$ cat config.mk
export PLATFORM = sky130hd
export DESIGN_NAME = kst_total
export DESIGN_NICKNAME = d
export VERILOG_FILES = /design/src/design/kst_pkg.sv /design/src/design/kst_total.sv
export VERILOG_INCLUDE_DIRS = /design/src /design/src/design
export SDC_FILE = /design/constraint.sdc
export NUM_CORES = 2
export LEC_CHECK = 0
export ABC_AREA = 0
export BUFFER_PORTS_ARGS = -buffer_cell sky130_fd_sc_hd__buf_2
export CORE_ASPECT_RATIO = 0.9
export CORE_MARGIN = 2
export CORE_UTILIZATION = 23
export DETAILED_ROUTE_END_ITERATION = 16
export PLACE_DENSITY = 0.41
export SYNTH_ARGS = -nofsm -noshare
export SYNTH_HDL_FRONTEND = slang
export SYNTH_SLANG_ARGS = --single-unit
export TNS_END_PERCENT = 20
$ cat constraint.sdc
create_clock -name clk -period 12.5 [get_ports clk]
set_clock_uncertainty 0.05 [all_clocks]
set_input_delay 0.625 -clock clk [delete_from_list [all_inputs] [get_ports clk]]
set_output_delay 0.625 -clock clk [all_outputs]
set_load 0.05 [all_outputs]
$ cat src/design/k_smallest_sum_tracker_defines.svh
// Assertion macros used by the tracker RTL (kst_total).
`ifndef K_SMALLEST_SUM_TRACKER_DEFINES_SVH
`define K_SMALLEST_SUM_TRACKER_DEFINES_SVH

`ifndef SYNTHESIS
// same-cycle implication
`define KST_ASSERT_IMP(lbl, clk, rst_n, ante, cons) \
  lbl: assert property (@(posedge clk) disable iff (!rst_n) (ante) |-> (cons)) \
    else $error("kst: implication check failed");
// next-cycle implication
`define KST_ASSERT_NXT(lbl, clk, rst_n, ante, cons) \
  lbl: assert property (@(posedge clk) disable iff (!rst_n) (ante) |=> (cons)) \
    else $error("kst: next-cycle check failed");
`else
`define KST_ASSERT_IMP(lbl, clk, rst_n, ante, cons)
`define KST_ASSERT_NXT(lbl, clk, rst_n, ante, cons)
`endif

`endif

$ cat src/design/kst_pkg.sv
package kst_pkg;

  localparam int MAX_K  = 64;
  localparam int WORD_W = 64;
  localparam int STEP_W = 48;
  localparam int VAL_W  = 40;
  localparam int KCFG_W = 7;
  localparam int CNT_W  = $clog2(MAX_K + 1);

  typedef logic [WORD_W-1:0] word_t;
  typedef logic [CNT_W-1:0]  count_t;

  localparam word_t WORD_POS_MAX = {1'b0, {(WORD_W-1){1'b1}}};

  // value entering the chain, with the offset it was taken against
  typedef struct packed {
    logic  vld;
    word_t value;
    word_t offset;
  } ins_beat_t;

  // chain result handed to the sum stage
  typedef struct packed {
    logic  vld;
    logic  full;
    word_t delta;
    word_t offset;
  } upd_beat_t;

  // one result beat
  typedef struct packed {
    word_t total;
    logic  ready_res;
  } out_beat_t;

  // k_count clamped to 1..MAX_K
  function automatic count_t clamp_k(input logic [KCFG_W-1:0] k);
    count_t r;
    if (k == '0) begin
      r = CNT_W'(1);
    end else if (int'(k) > MAX_K) begin
      r = CNT_W'(MAX_K);
    end else begin
      r = CNT_W'(k);
    end
    return r;
  endfunction

endpackage

$ cat src/design/kst_total.sv
`include "k_smallest_sum_tracker_defines.svh"

module kst_total (
  input  logic               clk,
  input  logic               rst_n,
  input  logic               clear,
  input  kst_pkg::count_t    k_eff,
  input  kst_pkg::upd_beat_t upd_i,
  input  logic               out_ready,
  output logic               en,
  output logic               out_valid,
  output kst_pkg::out_beat_t out_beat
);
  import kst_pkg::*;

  logic                    vld5_r;
  logic                    rdy5_r;
  word_t                   prod5_r;
  word_t                   sum_acc_r;
  word_t                   sum_acc_nxt;
  logic [WORD_W+CNT_W-1:0] prod_w;
  out_beat_t               res_nxt;
  logic                    new_item;
  logic                    out_valid_r;
  logic                    skid_valid_r;
  out_beat_t               out_beat_r;
  out_beat_t               skid_beat_r;

  // pipeline moves unless the skid slot is taken
  assign en = !skid_valid_r;

  assign sum_acc_nxt = sum_acc_r + upd_i.delta;
  assign prod_w      = upd_i.offset * k_eff;

  // running sum; while an item sits in stage 5 this is its own sum
  always_ff @(posedge clk) begin
    if (!rst_n) begin
      vld5_r    <= 1'b0;
      sum_acc_r <= '0;
    end else begin
      if (en) begin
        vld5_r <= upd_i.vld;
      end
      if (clear) begin
        sum_acc_r <= '0;
      end else if (en && upd_i.vld) begin
        sum_acc_r <= sum_acc_nxt;
      end
    end
  end

  // offset times k, registered before the final add
  always_ff @(posedge clk) begin
    if (en) begin
      prod5_r <= prod_w[WORD_W-1:0];
      rdy5_r  <= upd_i.full;
    end
  end

  always_comb begin
    res_nxt.ready_res = rdy5_r;
    res_nxt.total     = rdy5_r ? sum_acc_r + prod5_r : WORD_POS_MAX;
  end

  assign new_item = en && vld5_r;

  // output register plus skid slot
  always_ff @(posedge clk) begin
    if (!rst_n) begin
      out_valid_r  <= 1'b0;
      skid_valid_r <= 1'b0;
    end else begin
      if (out_valid_r && !out_ready) begin
        if (new_item) begin
          skid_valid_r <= 1'b1;
        end
      end else if (skid_valid_r) begin
        out_valid_r  <= 1'b1;
        skid_valid_r <= 1'b0;
      end else begin
        out_valid_r <= new_item;
      end
    end
  end

  always_ff @(posedge clk) begin
    if (out_valid_r && !out_ready) begin
      if (new_item) begin
        skid_beat_r <= res_nxt;
      end
    end else if (skid_valid_r) begin
      out_beat_r <= skid_beat_r;
    end else if (new_item) begin
      out_beat_r <= res_nxt;
    end
  end

  assign out_valid = out_valid_r;
  assign out_beat  = out_beat_r;

  // checks
  `KST_ASSERT_IMP(a_skid_needs_out, clk, rst_n, skid_valid_r, out_valid_r)
  `KST_ASSERT_NXT(a_skid_drains, clk, rst_n, skid_valid_r && out_ready, out_valid_r && !skid_valid_r)
  `KST_ASSERT_NXT(a_stall_parks, clk, rst_n, !skid_valid_r && out_valid_r && !out_ready && vld5_r, skid_valid_r)
  `KST_ASSERT_IMP(a_not_ready_max, clk, rst_n, out_valid_r && !out_beat_r.ready_res, out_beat_r.total == WORD_POS_MAX)

endmodule

==> impl_metrics.tcl <==
set metrics [dict create \
    outcome "completed" \
    setup_viol 0 \
    dieArea_mm2 0.132 \
    yosys_warnings 0 \
    leakage_uw 0.0144 \
    gp_congestion 0.880 \
    cts_setup_buffers 0 \
    start_kind "primary input" \
    grt.total_usage_pct 13.9 \
    drc 0 \
    avgSynthCellArea_um2 9.03 \
    overflow 0 \
    drt_wl_total_um 92900 \
    layout-drive-gt1-share_pct 10.7 \
    finalSetupTns_ns 0 \
    grt_pass1_vias 23600 \
    grt_max_degree 76 \
    path_buf_inv 5 \
    min_path_type "primary input to flop" \
    mostFrequentLayoutCells "401 x nand2_1, 335 x and2_1, 294 x fa_1, 292 x inv_1, 257 x a21oi_1" \
    powerDensity_mw_per_mm2 186 \
    maxCapViolations 0 \
    avgRoutedWirePerCell_um 18.1 \
    port_buffers 207 \
    crit_path_top_delay_cell "o21ai_0" \
    place_hpwl_um 75000 \
    min_period_ns 6.39 \
    io_pins 208 \
    drt-vias-per-instance 4.46 \
    postSynth.asyncResetShare_pct 0 \
    die_h_um 345 \
    synth.distinct_cells 76 \
    cts_sinks 262 \
    layout.nets 4026 \
    synth-seq-cells 262 \
    maxSlewHeadroom_pct 30.3 \
    path_delay_family "compound AO/OA/AOI/OAI gates" \
    clk_latency_ns 0.60 \
    syn_inst 3292 \
    rsz0062_at_grt "no" \
    first_iter_violations 1186 \
    crit_arrival_ns 6.65 \
    clk_path_buf_depth 3 \
    drtAntennaViolNets 0 \
    cts_tree "built" \
    gr-usage-met1_pct 21.0 \
    use_met3_pct 1.48 \
    endpoint_kind "flop" \
    critPathMaxStageDelay_ns 0.62 \
    start_util_pct 23.1 \
    vias 22900 \
    slew_viol_final 0 \
    clk_pin_slew_ns 0.07 \
    synth_nets 3923 \
    path_class "primary input to flop" \
    max_freq_mhz 157 \
    syn-cell-area_mm2 0.0297 \
    cts_hold_buf 0 \
    grt-busiest-layer "met2" \
    grt_pass1_wl_um 146000 \
    die_x_um 383 \
    row_count 125 \
    path_max_fanout 35 \
    layout-area-overhead-vs-synth_pct 12.7 \
    core_mm2 0.129 \
    htree_levels 1 \
    synth-main-ff-cell "edfxtp_1" \
    crit_required_ns 12.76 \
    drtPass1Iterations 5 \
    cts_resized 0 \
    clock-root-buffer "clkbuf_16" \
    layout_commonest_cell "nand2_1" \
    period_share_pct 51.1 \
    worst_pin_slew_ns 1.04 \
    finalHoldViolations 0 \
    use_met2_pct 21.2 \
    synth_edf_count 195 \
    irDropWorstVdd_uv 111 \
    rrSetupSlack_ns 8.24 \
    crit_chain "buf_2 -> buf_4 -> nand2_1 -> fa_1 -> fa_1 -> inv_1 -> fa_1 -> inv_1 -> fa_1 -> inv_1 -> ha_1 -> o21ai_0 -> o21ai_0 -> a31oi_1 -> o21ai_0 -> a211oi_1 -> o21bai_1 -> o21ai_0 -> o31ai_1 -> o211ai_1" \
    post-route-util_pct 26.0 \
    cts_made_buffers 29 \
    yosysSeqAreaShare_pct 24.2 \
    grt_antenna_before_repair 24 \
]
==> cells by family after synthesis <==
family	synth area share (%)
XOR/XNOR	4.95
adder cells (fa/ha/maj)	28.1
flip-flops	24.2
multiplexers	2.14
AND/OR/NAND/NOR	19.3
buffers and inverters	5.63
AO/OA/AOI/OAI	15.7
==> worst register-to-register path: cells and delay by family (launching register included) <==
family,cells,cell delay (ns)
DFF,1,0.38
muxes,2,0.63
and+or+nand+nor,1,0.15
AOI/OAI and AO/OA,7,2.13
buffers and inverters,1,0.06
adders and majority gates,2,0.62
==> routing by layer <==
metal	up-vias	wire length (um)
met3	106	2850
met2	323	39500
met4	30	1750
li1	11400	-
met1	11000	48700
met5	-	176
==> sequential cells by signal (all words and copies together), names as in the netlist <==
register and cells:
out_beat 65, out_valid 1, prod5_r 64, rdy5_r 1, skid_beat_r 65, skid_valid_r 1, sum_acc_r 64, vld5_r 1
==> cells in the mapped netlist, types with 48 or more instances <==
library cell / n / area (um2)
mux2_2: 53 / 597
dfxtp_1: 67 / 1340
and2_1: 335 / 2100
xnor2_1: 105 / 920
nand4_1: 48 / 300
xor2_1: 63 / 552
clkbuf_1: 144 / 541
nor2_1: 131 / 492
ha_1: 196 / 2450
a21o_1: 104 / 781
nand2_1: 402 / 1510
a21oi_1: 257 / 1290
inv_1: 293 / 1100
edfxtp_1: 195 / 5860
o21ai_0: 122 / 611
fa_1: 294 / 5890
==> path summary, 6_finish.rpt <==
path | endpoint | start | cells past startpoint
setup / recovery | prod5_r[56]$_DFFE_PN_ | k_eff[4] | 20
hold / removal | rdy5_r$_DFFE_PN_ | upd_i[128] | 1
setup reg to reg | out_beat[61]$_DFFE_PP_ | prod5_r[0]$_DFFE_PN_ | 13
hold reg to reg | sum_acc_r[34]$_SDFFE_PP0P_ | sum_acc_r[34]$_SDFFE_PP0P_ | 2
==> power by group <==
group	switching, uW	internal, uW
Combinational	2360	1530
Sequential	135	1270
Clock	388	542
==> area by class of cell <==
type                    count  area, um2
inverters                 293       1100
multi-input cells        2585      20900
clock inverters            21        251
diodes                      1       2.50
well taps                1714       2140
fillers                 13900      95200
repair buffers            224       1160
clock buffers              33        761
flip-flops and latches    262       7200
==> per-stage QoR <==
| step | std cells | cell area (um2) | total power, uW | hold WS, ns | worst slack [ns] |
|---|---|---|---|---|---|
| 2_1_floorplan | 3292 | 29700 | 4240 | 0.399 | 6.25 |
| 3_3_place_gp | 5078 | 32500 | 5330 | 0.417 | 5.49 |
| 3_5_place_dp | 5078 | 32500 | 5310 | 0.426 | 5.38 |
| 4_1_cts | 5132 | 33500 | 6290 | 0.113 | 6.01 |
| 5_1_grt | 5133 | 33500 | 6860 | 0.134 | 5.48 |
| 6_report | 5133 | 33500 | 6220 | 0.165 | 6.11 |
No activity file was read; power rests on OpenSTA's default activity.
