===== config.mk =====
export PLATFORM = sky130hd
export DESIGN_NAME = kst_front
export DESIGN_NICKNAME = d
export VERILOG_FILES = /design/src/design/k_smallest_sum_tracker_defines.svh /design/src/design/kst_pkg.sv /design/src/design/kst_front.sv
export SDC_FILE = /design/constraint.sdc
export NUM_CORES = 1
export LEC_CHECK = 0
export BUFFER_PORTS_ARGS = -buffer_cell sky130_fd_sc_hd__buf_2
export CAP_MARGIN = 20
export CORE_UTILIZATION = 30
export CTS_BUF_LIST = sky130_fd_sc_hd__clkbuf_8
export DETAILED_ROUTE_END_ITERATION = 10
export GPL_ROUTABILITY_DRIVEN = 1
export PLACE_DENSITY = 0.51
export SKIP_LAST_GASP = 1
export SYNTH_ARGS = -nofsm -noshare
export SYNTH_HDL_FRONTEND = slang
export SYNTH_SLANG_ARGS = --single-unit

===== constraint.sdc =====
create_clock -name clk -period 3.3 [get_ports clk]
set_clock_uncertainty 0.05 [all_clocks]
set_input_delay 0.165 -clock clk [delete_from_list [all_inputs] [get_ports clk]]
set_output_delay 0.165 -clock clk [all_outputs]
set_load 0.05 [all_outputs]

===== src/design/k_smallest_sum_tracker_defines.svh =====
// Assertion macros used by the tracker RTL (kst_total).
`ifndef K_SMALLEST_SUM_TRACKER_DEFINES_SVH
`define K_SMALLEST_SUM_TRACKER_DEFINES_SVH

`ifndef SYNTHESIS
// same-cycle implication
`define KST_ASSERT_IMP(lbl, clk, rst_n, ante, cons) \
  lbl: assert property (@(posedge clk) disable iff (!rst_n) (ante) |-> (cons)) \
    else $error("kst: implication check failed");
// next-cycle implication
`define KST_ASSERT_NXT(lbl, clk, rst_n, ante, cons) \
  lbl: assert property (@(posedge clk) disable iff (!rst_n) (ante) |=> (cons)) \
    else $error("kst: next-cycle check failed");
`else
`define KST_ASSERT_IMP(lbl, clk, rst_n, ante, cons)
`define KST_ASSERT_NXT(lbl, clk, rst_n, ante, cons)
`endif

`endif


===== src/design/kst_pkg.sv =====
package kst_pkg;

  localparam int MAX_K  = 64;
  localparam int WORD_W = 64;
  localparam int STEP_W = 48;
  localparam int VAL_W  = 40;
  localparam int KCFG_W = 7;
  localparam int CNT_W  = $clog2(MAX_K + 1);

  typedef logic [WORD_W-1:0] word_t;
  typedef logic [CNT_W-1:0]  count_t;

  localparam word_t WORD_POS_MAX = {1'b0, {(WORD_W-1){1'b1}}};

  // value entering the chain, with the offset it was taken against
  typedef struct packed {
    logic  vld;
    word_t value;
    word_t offset;
  } ins_beat_t;

  // chain result handed to the sum stage
  typedef struct packed {
    logic  vld;
    logic  full;
    word_t delta;
    word_t offset;
  } upd_beat_t;

  // one result beat
  typedef struct packed {
    word_t total;
    logic  ready_res;
  } out_beat_t;

  // k_count clamped to 1..MAX_K
  function automatic count_t clamp_k(input logic [KCFG_W-1:0] k);
    count_t r;
    if (k == '0) begin
      r = CNT_W'(1);
    end else if (int'(k) > MAX_K) begin
      r = CNT_W'(MAX_K);
    end else begin
      r = CNT_W'(k);
    end
    return r;
  endfunction

endpackage


===== src/design/kst_front.sv =====
module kst_front (
  input  logic                       clk,
  input  logic                       rst_n,
  input  logic                       en,
  input  logic                       clear,
  input  logic                       in_fire,
  input  logic [kst_pkg::STEP_W-1:0] offset_step,
  input  logic [kst_pkg::VAL_W-1:0]  new_value,
  output kst_pkg::ins_beat_t         ins_o
);
  import kst_pkg::*;

  logic              vld1_r;
  logic [STEP_W-1:0] step1_r;
  logic [VAL_W-1:0]  nv1_r;
  logic              vld2_r;
  logic [VAL_W-1:0]  nv2_r;
  word_t             off_acc_r;
  word_t             off_acc_nxt;
  logic              ins_vld_r;
  word_t             ins_val_r;
  word_t             ins_off_r;

  // running offset; while an item sits in stage 2 this is its own offset
  assign off_acc_nxt = off_acc_r + WORD_W'(step1_r);

  // control
  always_ff @(posedge clk) begin
    if (!rst_n) begin
      vld1_r    <= 1'b0;
      vld2_r    <= 1'b0;
      ins_vld_r <= 1'b0;
      off_acc_r <= '0;
    end else begin
      if (en) begin
        vld1_r    <= in_fire;
        vld2_r    <= vld1_r;
        ins_vld_r <= vld2_r;
      end
      if (clear) begin
        off_acc_r <= '0;
      end else if (en && vld1_r) begin
        off_acc_r <= off_acc_nxt;
      end
    end
  end

  // payload: input reg, then value with the offset taken out
  always_ff @(posedge clk) begin
    if (en) begin
      step1_r   <= offset_step;
      nv1_r     <= new_value;
      nv2_r     <= nv1_r;
      ins_val_r <= WORD_W'(nv2_r) - off_acc_r;
      ins_off_r <= off_acc_r;
    end
  end

  assign ins_o = '{vld: ins_vld_r, value: ins_val_r, offset: ins_off_r};

endmodule


==> impl_metrics.toml, run 1 <==
[run]
cap_viol_max_count = 0

[critical_path]
cp-end-kind = "register"
critPathKind = "reg -> reg"
path_max_fanout = 6
cp-startpoint = "off_acc_r[0]$_SDFFE_PP0P_"
timing.rr.start = "off_acc_r[0]$_SDFFE_PP0P_"
cp.required_ns = 3.74
arrival_ns = 3.64
startpoint_type = "register"

[sta]
finalCriticalPeriod_ns = 3.19
worst_pin_slew_ns = 1.10
drv_slew = 0
fin_ws_ns = 0.109
maxSlewHeadroom_pct = 26.7
setup_viol = 0
max_freq_mhz = 313
fin_crit_sh_pct = 96.7
hold_viol = 0
rsz0062_at_grt = "true"

[placement]
routabilityCongestion = 0.878
pre_cts_ws_ns = -0.350
placed_cells = 2398
placed_area_um2 = 18700
hpwl_um = 32300
port_buffers = 221

[cells_and_area]
area_growth_pct = 33.9
final_cells = 2598
drive_gt1_share_pct = 26.9
fin_nets = 2049
final_cell_area_um2 = 21300
antennaDiodeCount = 0

[power_and_ir_drop]
peakVddDrop_uv = 324
leakage_uw = 0.00869
cellPowerDensity_nw_per_um2 = 502

[synth]
synthArstFlopShare_pct = 0
syn_inst = 1409
yosysTopAreaCell = "edfxtp_1"
ys_types = 75
ys.flop_type = "edfxtp_1"
synthesis.area_um2 = 15900
synth_warnings = 0
avgSynthCellArea_um2 = 11.3
synth_enable_flop_cells = 256
ys_seq_area_share_pct = 56.8
synth_top_area_share_pct = 48.3
syn_nets = 1592
yosys_register_bits = 323
synth_area_leaders = "edfxtp_1 (48%), dfxtp_1 (8.4%), ha_1 (6.9%), a21oi_1 (4.4%), nand2_1 (3.2%)"

[clock_network]
cts_root_buf = "clkbuf_8"
cts.clk_slew.worst_paths_ns = 0.06
cts_tree = "built"
clock_path_buffers = 3
numCtsBuffers = 58
insertion_delay_ns = 0.67
cts_sinks = 323
h-tree-depth = 2

[global_routing]
grt_pass1_vias = 12451
antenna_found_initial = 0
grtUsageTotal_pct = 16.4
overflow = 0
grt_pass1_wl_um = 68500
grt_max_degree = 167

[hold_path]
holdCritStartpoint = "rst_n"
hold_path_class = "in -> reg"

[drt]
routedWlPerCell_um = 17.4
drc_errors = 0
vias = 12614
drtPass1Iterations = 5
drt-initial-drc-count = 827
ant_nets = 0
viasPerCell = 4.86
routed_wl_um = 45200

[die]
die_h_um = 232
die_x_um = 232
coreArea_um2 = 52400
io_pins = 222
start_util_pct = 30.3
fp.dieArea_um2 = 53900
row_count = 84

[run_status]
status = "complete, no violations"
## routing by layer
metal | wire, um | vias up | track usage [%]
li1 | - | 6162 | -
met5 | 0 | - | 0
met1 | 20900 | 6039 | 21.8
met3 | 2100 | 89 | 2.89
met2 | 21000 | 324 | 26.7
met4 | 1220 | 0 | 5.57
## registers in the layout, summed over array words and instances (netlist names), 40 cells and up
register   count
nv2_r         40
nv1_r         40
off_acc_r     64
ins_off_r     64
step1_r       48
ins_val_r     64
## cells by family after synthesis
kind of cell,share of synthesized area [%]
fa+ha+maj,7.18
compound gates,15.5
buf+inv,3.22
flops,56.8
mux,0.126
simple gates,11.7
xor+xnor,5.40
## through the flow
stage	TNS, ns	util (%)	power (uW)	hold slack, ns
6_report	0	40.6	10700	0.121
5_1_grt	-0.215	40.6	11200	0.110
4_1_cts	-0.00309	40.2	10800	0.0738
3_5_place_dp	-4.58	35.7	6510	0.293
3_3_place_gp	-3.40	35.7	6510	0.293
2_1_floorplan	0	-	5910	0.214
## worst max-delay path, cell delays in order (launching register included)
cell,delay (ns)
dfxtp_2,0.37
ha_4,0.15
fa_2,0.21
a211oi_1,0.07
buf_4,0.15
nor4b_4,0.26
a211oi_2,0.07
buf_4,0.16
or4_4,0.53
a311oi_4,0.30
o21ai_4,0.16
a2111oi_4,0.32
xnor2_1,0.15
nor2_1,0.06
## where the power goes
group	switching [uW]	internal (uW)	leakage, uW
Clock	1780	2350	0.000681
Sequential	97.8	4700	0.00309
Combinational	1140	621	0.00492
Total	3020	7670	0.00869
## cells in the final DEF, fill, tap and decap left out, types with 16 or more instances in the layout
master,instances
a31oi_1,16
edfxtp_1,256
and3_1,16
o21bai_1,16
clkbuf_8,61
xnor2_1,55
dlygate4sd3_1,93
xor2_1,43
a21o_1,50
a21oi_1,134
nand2_1,136
nand3_1,23
nor3_1,20
buf_4,141
inv_1,83
buf_2,220
nor2_1,67
dfxtp_1,64
o21ai_0,56
nand4_1,36
ha_1,83
## Yosys cell counts, types with 5 or more instances
master and instances:
a211o_1 6, a211oi_1 14, a21o_1 51, a21oi_1 141, a31oi_1 16, and2_1 6, and3_1 16, and4_1 5
buf_2 6, clkbuf_1 52, dfxtp_1 67, edfxtp_1 256, ha_1 88, inv_1 71, nand2_1 136, nand2b_1 10
nand3_1 25, nand4_1 36, nor2_1 69, nor2b_1 14, nor3_1 20, nor3b_1 6, o211ai_1 8, o21a_1 9
o21ai_0 58, o21bai_1 16, o31ai_1 15, or3_1 5, or4_1 9, xnor2_1 55, xor2_1 43
## final timing paths
kind,endpoint,slack [ns],cells past startpoint
setup / recovery,off_acc_r[56]$_SDFFE_PP0P_,0.11,13
hold / removal,off_acc_r[26]$_SDFFE_PP0P_,0.12,5
setup reg to reg,off_acc_r[56]$_SDFFE_PP0P_,0.11,13
hold reg to reg,nv2_r[33]$_DFFE_PP_,0.37,0
## timing repair
item                                    in CTS  in global routing
hold endpoints to repair                   116                  0
pin swaps                                   12                 11
cloned                                       0                  1
gates resized for setup                     28                 41
buffers inserted                             3                  0
hold buffers                                93                  0
endpoints found under the setup margin      44                 47
## cell type report
cell class	instances	area [um2]
inverter	71	267
sequential	323	9030
tap	688	861
multi-input combinational	953	6710
fill	5081	31100
clock buffer	61	840
clock inverter	43	423
timing repair buffer	459	3170
(Power assumes the default switching activity.)
==> run 2, diff against run 1 <==
CORE_UTILIZATION = 50   (was 30)
PLACE_DENSITY = 0.76   (was 0.51)
TNS_END_PERCENT = 5   (was default)
==> run 2 against run 1 <==
- flip-flop and latch count unchanged
- sequential share of layout area increased by 1.8 points
- routed wire length decreased by 2.1%
- combinational power decreased by 2%
- non-clock buffer count decreased by 42
- critical path type unchanged
- maximum frequency decreased by 3.3%
- register-to-register slack got worse by 0.11 ns
- global-route usage increased by 10 points
- clock-buffer cell count increased by 2
- utilization increased by 26 points
- critical endpoint unchanged
- final cell count decreased by 13%
- clock power decreased by 9.7%
==> impl_metrics.toml, run 2 (same netlist as run 1, synthesis figures left out) <==
[hold_path]
hold_end = "step1_r[16]$_DFFE_PP_"
min_path_cells = 2
holdCritStartpoint = "offset_step[16]"
hold_path_class = "in -> reg"

[global_routing]
grt_max_degree = 81
grt_pass1_wl_um = 67600
grt_pass1_vias = 12662
overflow = 0
antenna_found_initial = 0
grtUsageTotal_pct = 26.4

[clock_network]
h-tree-depth = 2
numCtsBuffers = 54
cts_tree = "built"
clock_path_buffers = 3
insertion_delay_ns = 0.61
cts_root_buf = "clkbuf_8"
cts.clk_slew.worst_paths_ns = 0.07
cts_sinks = 323

[drt]
ant_nets = 0
routed_wl_um = 44300
drc_errors = 0
viasPerCell = 5.80
routedWlPerCell_um = 19.6
vias = 13112
drt-initial-drc-count = 1410
drtPass1Iterations = 6

[run]
cap_viol_max_count = 0

[die]
row_count = 64
die_h_um = 180
io_pins = 222
die_x_um = 180
start_util_pct = 51.4
coreArea_um2 = 30900
fp.dieArea_um2 = 32500

[sta]
rsz0062_at_grt = "true"
hold_viol = 0
setup_viol = 0
maxSlewHeadroom_pct = 37.3
worst_pin_slew_ns = 0.941
setup_tns_ns = 0
fin_crit_sh_pct = 100
drv_slew = 0
max_freq_mhz = 303
finalCriticalPeriod_ns = 3.30
holdWs_ns = 0.213

[cells_and_area]
fin_nets = 2003
n_fill_cell = 2339
final_common_cell = "edfxtp_1"
antennaDiodeCount = 0
mostFrequentLayoutCells = "edfxtp_1 (256), buf_2 (220), nand2_1 (136), a21oi_1 (136), buf_4 (98)"
final-seq-area_um2 = 9030
top_regs = "ins_off_r (64), ins_val_r (64), off_acc_r (64)"
drive_gt1_share_pct = 24.8
final_cell_area_um2 = 20400
area_growth_pct = 28.6
multi_input_area_um2 = 6660

[run_status]
status = "complete, no violations"

[power_and_ir_drop]
combPwrFrac_pct = 16.8
clkPwrFrac_pct = 36.5
p_sw_uw = 2840
peakVddDrop_uv = 278
swShare_pct = 27.7
leakage_uw = 0.00843
seq_power_share_pct = 46.7
cellPowerDensity_nw_per_um2 = 502
p_int_uw = 7410

[critical_path]
cp-end-kind = "register"
reg2reg_slack_ns = 0.0006
worstPathCellList = "buf_6 > ha_4 > fa_2 > a211oi_4 > nor4b_4 > a211oi_2 > or4_4 > a311oi_2 > buf_4 > o21ai_4 > a2111oi_4 > xnor2_1 > nor2_1"
critPathSlowestCell = "or4_4"
r2r_end = "off_acc_r[56]$_SDFFE_PP0P_"
critPathKind = "reg -> reg"
startpoint_type = "register"
arrival_ns = 3.68
timing.rr.start = "off_acc_r[0]$_SDFFE_PP0P_"
cpPeakStageDelay_ns = 0.53
cp.required_ns = 3.68
r2r.worst_path.cells = 13
path_max_fanout = 6

[placement]
routabilityCongestion = 0.940
hpwl_um = 30600
port_buffers = 221
placed_area_um2 = 18000
[run 2: changes by cell type in the layout (fill, tap and decap cells not counted), moves of 3 or more]
cell and change:
bufinv_16 -3, ha_1 -3, inv_1 +3, buf_4 -43
clkinv_1 -3, ha_4 +4
[run 2: final cells by class]
| class | instances | share of cell area [%] |
|---|---|---|
| Sequential cell | 323 | 44.2 |
| Clock buffer | 63 | 4.24 |
| Clock inverter | 36 | 1.40 |
| Tap cell | 396 | 2.42 |
| Multi-Input combinational cell | 953 | 32.6 |
| Timing Repair Buffer | 417 | 13.9 |
| Inverter | 71 | 1.30 |
[run 2: how the worst max path moves through the flow]
stage	cells past startpoint	startpoint	slack, ns	to
final	13	off_acc_r[0]$_SDFFE_PP0P_	0.0006	off_acc_r[56]$_SDFFE_PP0P_
after global routing	14	off_acc_r[0]$_SDFFE_PP0P_	-0.09	ins_val_r[56]$_DFFE_PP_
after CTS	15	nv2_r[0]$_DFFE_PP_	-0.04	ins_val_r[58]$_DFFE_PP_
after detailed placement	14	nv2_r[0]$_DFFE_PP_	-0.15	ins_val_r[56]$_DFFE_PP_
after global placement	14	nv2_r[0]$_DFFE_PP_	-0.06	ins_val_r[56]$_DFFE_PP_
after floorplan	11	step1_r[0]$_DFFE_PP_	0.06	off_acc_r[42]$_SDFFE_PP0P_
[run 2: through the flow]
stage | instances | utilization (%) | worst slack [ns] | power [uW]
after detailed placement | 2059 | 58.2 | -0.152 | 6420
final | 2259 | 66.1 | 0.000551 | 10300
after global routing | 2259 | 66.1 | -0.0920 | 10600
after floorplan | 1409 | - | 0.0587 | 5910
after CTS | 2255 | 65.1 | -0.0441 | 10200
after global placement | 2059 | 58.2 | -0.0601 | 6380
[run 2: power groups by stage]
stage | registers (uW) | clock network [uW] | logic [uW]
2_1_floorplan | 5260 | 0 | 642
3_3_place_gp | 4860 | 0 | 1520
3_5_place_dp | 4870 | 0 | 1550
4_1_cts | 4790 | 3800 | 1650
5_1_grt | 4810 | 3980 | 1840
6_report | 4790 | 3740 | 1720
[run 2: timing repair]
action	in CTS	in global routing
buffers inserted	4	5
pin swaps	3	18
hold buffers	93	0
hold endpoints to repair	114	0
setup endpoints to repair	16	47
resized for setup	5	57
cloned	0	1
[run 2: worst max-delay path, delay by kind of cell (launching register included)]
kind | cells | cell delay [ns]
AND/OR/NAND/NOR | 3 | 0.88
AO/OA/AOI/OAI | 5 | 0.97
adder cells (fa/ha/maj) | 2 | 0.36
buffers and inverters | 2 | 0.30
XOR/XNOR | 1 | 0.18
flip-flops | 1 | 0.37
[run 2: routing by layer]
| layer | routed length [um] | vias up | GRT usage [%] |
|---|---|---|---|
| met5 | 0 | - | 0 |
| met4 | 1950 | 0 | 12.1 |
| met3 | 3240 | 133 | 4.67 |
| met2 | 20500 | 646 | 42.4 |
| met1 | 18600 | 6248 | 34.8 |
| li1 | - | 6085 | - |
==> run 3, diff against run 2 <==
ABC_CLOCK_PERIOD_IN_PS = 3300   (was default)
CORE_UTILIZATION = 54   (was 50)
PLACE_DENSITY = 0.81   (was 0.76)
==> run 3 against run 2 <==
- critical endpoint is now ins_val_r[63]$_DFFE_PP_
- maximum frequency grew 1.1%
- utilization is 3.2 points higher
- cell area decreased by 2.1%
- register-to-register slack improved by 0.04 ns
- via count fell by 2.6%
- clock power down 8.3%
- flip-flop and latch count is the same
- total power shrank 3.4%
- clock-buffer cell count is 2 lower
- worst setup slack gained 0.035 ns
==> impl_metrics.toml, run 3 (same netlist as run 1, synthesis figures left out) <==
[run_status]
status = "complete, no violations"

[global_routing]
antenna_found_initial = 0
grtUsageMet3_pct = 4.45
grtUsageTotal_pct = 26.6
gr-usage-met1_pct = 35.4
overflow = 0
grt_util_met2_pct = 43.6
grt_pass1_wl_um = 63900
top_usage_layer = "met2"
grt_pass1_vias = 12397
grt_max_degree = 77

[cells_and_area]
n_fill_cell = 2136
drive_gt1_share_pct = 22.7
top_regs = "ins_off_r (64), ins_val_r (64), off_acc_r (64)"
antennaDiodeCount = 0
mostFrequentLayoutCells = "edfxtp_1 (256), buf_2 (220), a21oi_1 (139), nand2_1 (136), dlygate4sd3_1 (92)"
area_growth_pct = 25.8
final-seq-area_um2 = 9030
final_common_cell = "edfxtp_1"
fin_nets = 1990
multi_input_area_um2 = 6470
final_cell_area_um2 = 20000

[sta]
drv_slew = 0
max_freq_mhz = 306
setup_viol = 0
rsz0062_at_grt = "true"
hold_viol = 0
setup_tns_ns = 0
worst_pin_slew_ns = 0.917
fin_crit_sh_pct = 98.9
maxSlewHeadroom_pct = 38.9
finalCriticalPeriod_ns = 3.26

[critical_path]
critPathKind = "reg -> reg"
cp-end-kind = "register"
arrival_ns = 3.52
startpoint_type = "register"
cp.required_ns = 3.55
path_max_fanout = 11

[drt]
drt-initial-drc-count = 1056
drtPass1Iterations = 5
vias = 12772
viasPerCell = 5.72
routedWlPerCell_um = 18.4
drc_errors = 0
routed_wl_um = 41100
ant_nets = 0

[die]
start_util_pct = 55.1
row_count = 62
io_pins = 222
die_h_um = 174
coreArea_um2 = 28900
fp.dieArea_um2 = 30100
die_x_um = 174

[power_and_ir_drop]
peakVddDrop_uv = 433
cellPowerDensity_nw_per_um2 = 495
clkPwrFrac_pct = 34.7
p_int_uw = 7110
combPwrFrac_pct = 16.9
swShare_pct = 28.3
p_sw_uw = 2800
seq_power_share_pct = 48.4
leakage_uw = 0.00827

[placement]
routabilityCongestion = 0.948
port_buffers = 221
hpwl_um = 28400
placed_area_um2 = 17900

[clock_network]
h-tree-depth = 2
cts_sinks = 323
cts_tree = "built"
cts.clk_slew.worst_paths_ns = 0.07
insertion_delay_ns = 0.58
clock_path_buffers = 3
numCtsBuffers = 53
cts_root_buf = "clkbuf_8"

[hold_path]
hold_path_class = "in -> reg"

[run]
cap_viol_max_count = 0
==> run 3: cell count changes in the layout (fill, tap and decap cells not counted), sizes merged <==
cell / previous run / this run
clkinv: 15 / 20
a31o: 4 / 5
clkbuf: 64 / 61
clkinvlp: 1 / 2
buf: 323 / 312
dlygate4sd3: 93 / 92
bufinv: 5 / 2
inv: 86 / 82
==> run 3: layer usage <==
layer  vias up  share of wire (%)  wire [um]
met5         -                  0          0
met4         0                3.5       1460
met3        97                7.4       3060
met2       550                 47      19100
met1      6053                 42      17400
li1       6072                  -          -
==> run 3: through the flow <==
step	hold slack, ns	util, %	power (uW)	worst slack, ns	std cells
floorplan	0.214	-	5910	0.0587	1409
detailed placement	0.293	62.1	6420	-0.110	2041
CTS	0.00760	68.9	9920	-0.0769	2229
global placement	0.294	62.1	6400	-0.0459	2041
finish	0.0107	69.3	9910	0.0360	2232
global route	0.0184	69.3	10300	-0.114	2232
==> run 3: what timing repair did <==
item | CTS | global route
hold buffers | 92 | 0
setup endpoints to repair | 22 | 50
pin swaps | 0 | 4
hold endpoints to repair | 142 | 0
buffers inserted | 0 | 2
gates resized for setup | 1 | 15
cloned | 0 | 1
==> run 3: cell type report <==
type	count	area share [%]
inverter	71	1.33
clock inverter	35	1.03
clock buffer	61	4.20
multi-input combinational	954	32.3
timing repair buffer	404	13.6
tap	384	2.40
sequential	323	45.1
==> run 3: critical path: stages, from the launching register on <==
cell and delay (ns):
dfxtp_1 0.39, inv_1 0.09, ha_1 0.44, nand2_1 0.14, nor3_1 0.32, o2111ai_1 0.21
buf_4 0.19, a21oi_1 0.15, nor2_1 0.10, o31ai_4 0.33, buf_4 0.27, nand4b_1 0.14
xor2_1 0.17
==> run 3: power groups by stage <==
stage                     registers [uW]  logic (uW)  clock network [uW]
after floorplan                     5260         642                   0
after global placement              4870        1530                   0
after detailed placement            4880        1550                   0
after CTS                           4800        1640                3490
after global routing                4810        1790                3660
final                               4790        1680                3430
==> run 3: path summary, 6_finish.rpt <==
path / start / to / slack [ns] / depth (start not counted)
max reg2reg: off_acc_r[15]$_SDFFE_PP0P_ / ins_val_r[63]$_DFFE_PP_ / 0.04 / 12
max: off_acc_r[15]$_SDFFE_PP0P_ / ins_val_r[63]$_DFFE_PP_ / 0.04 / 12
min reg2reg: nv1_r[10]$_DFFE_PP_ / nv2_r[10]$_DFFE_PP_ / 0.34 / 0
min: clear / off_acc_r[49]$_SDFFE_PP0P_ / 0.01 / 5
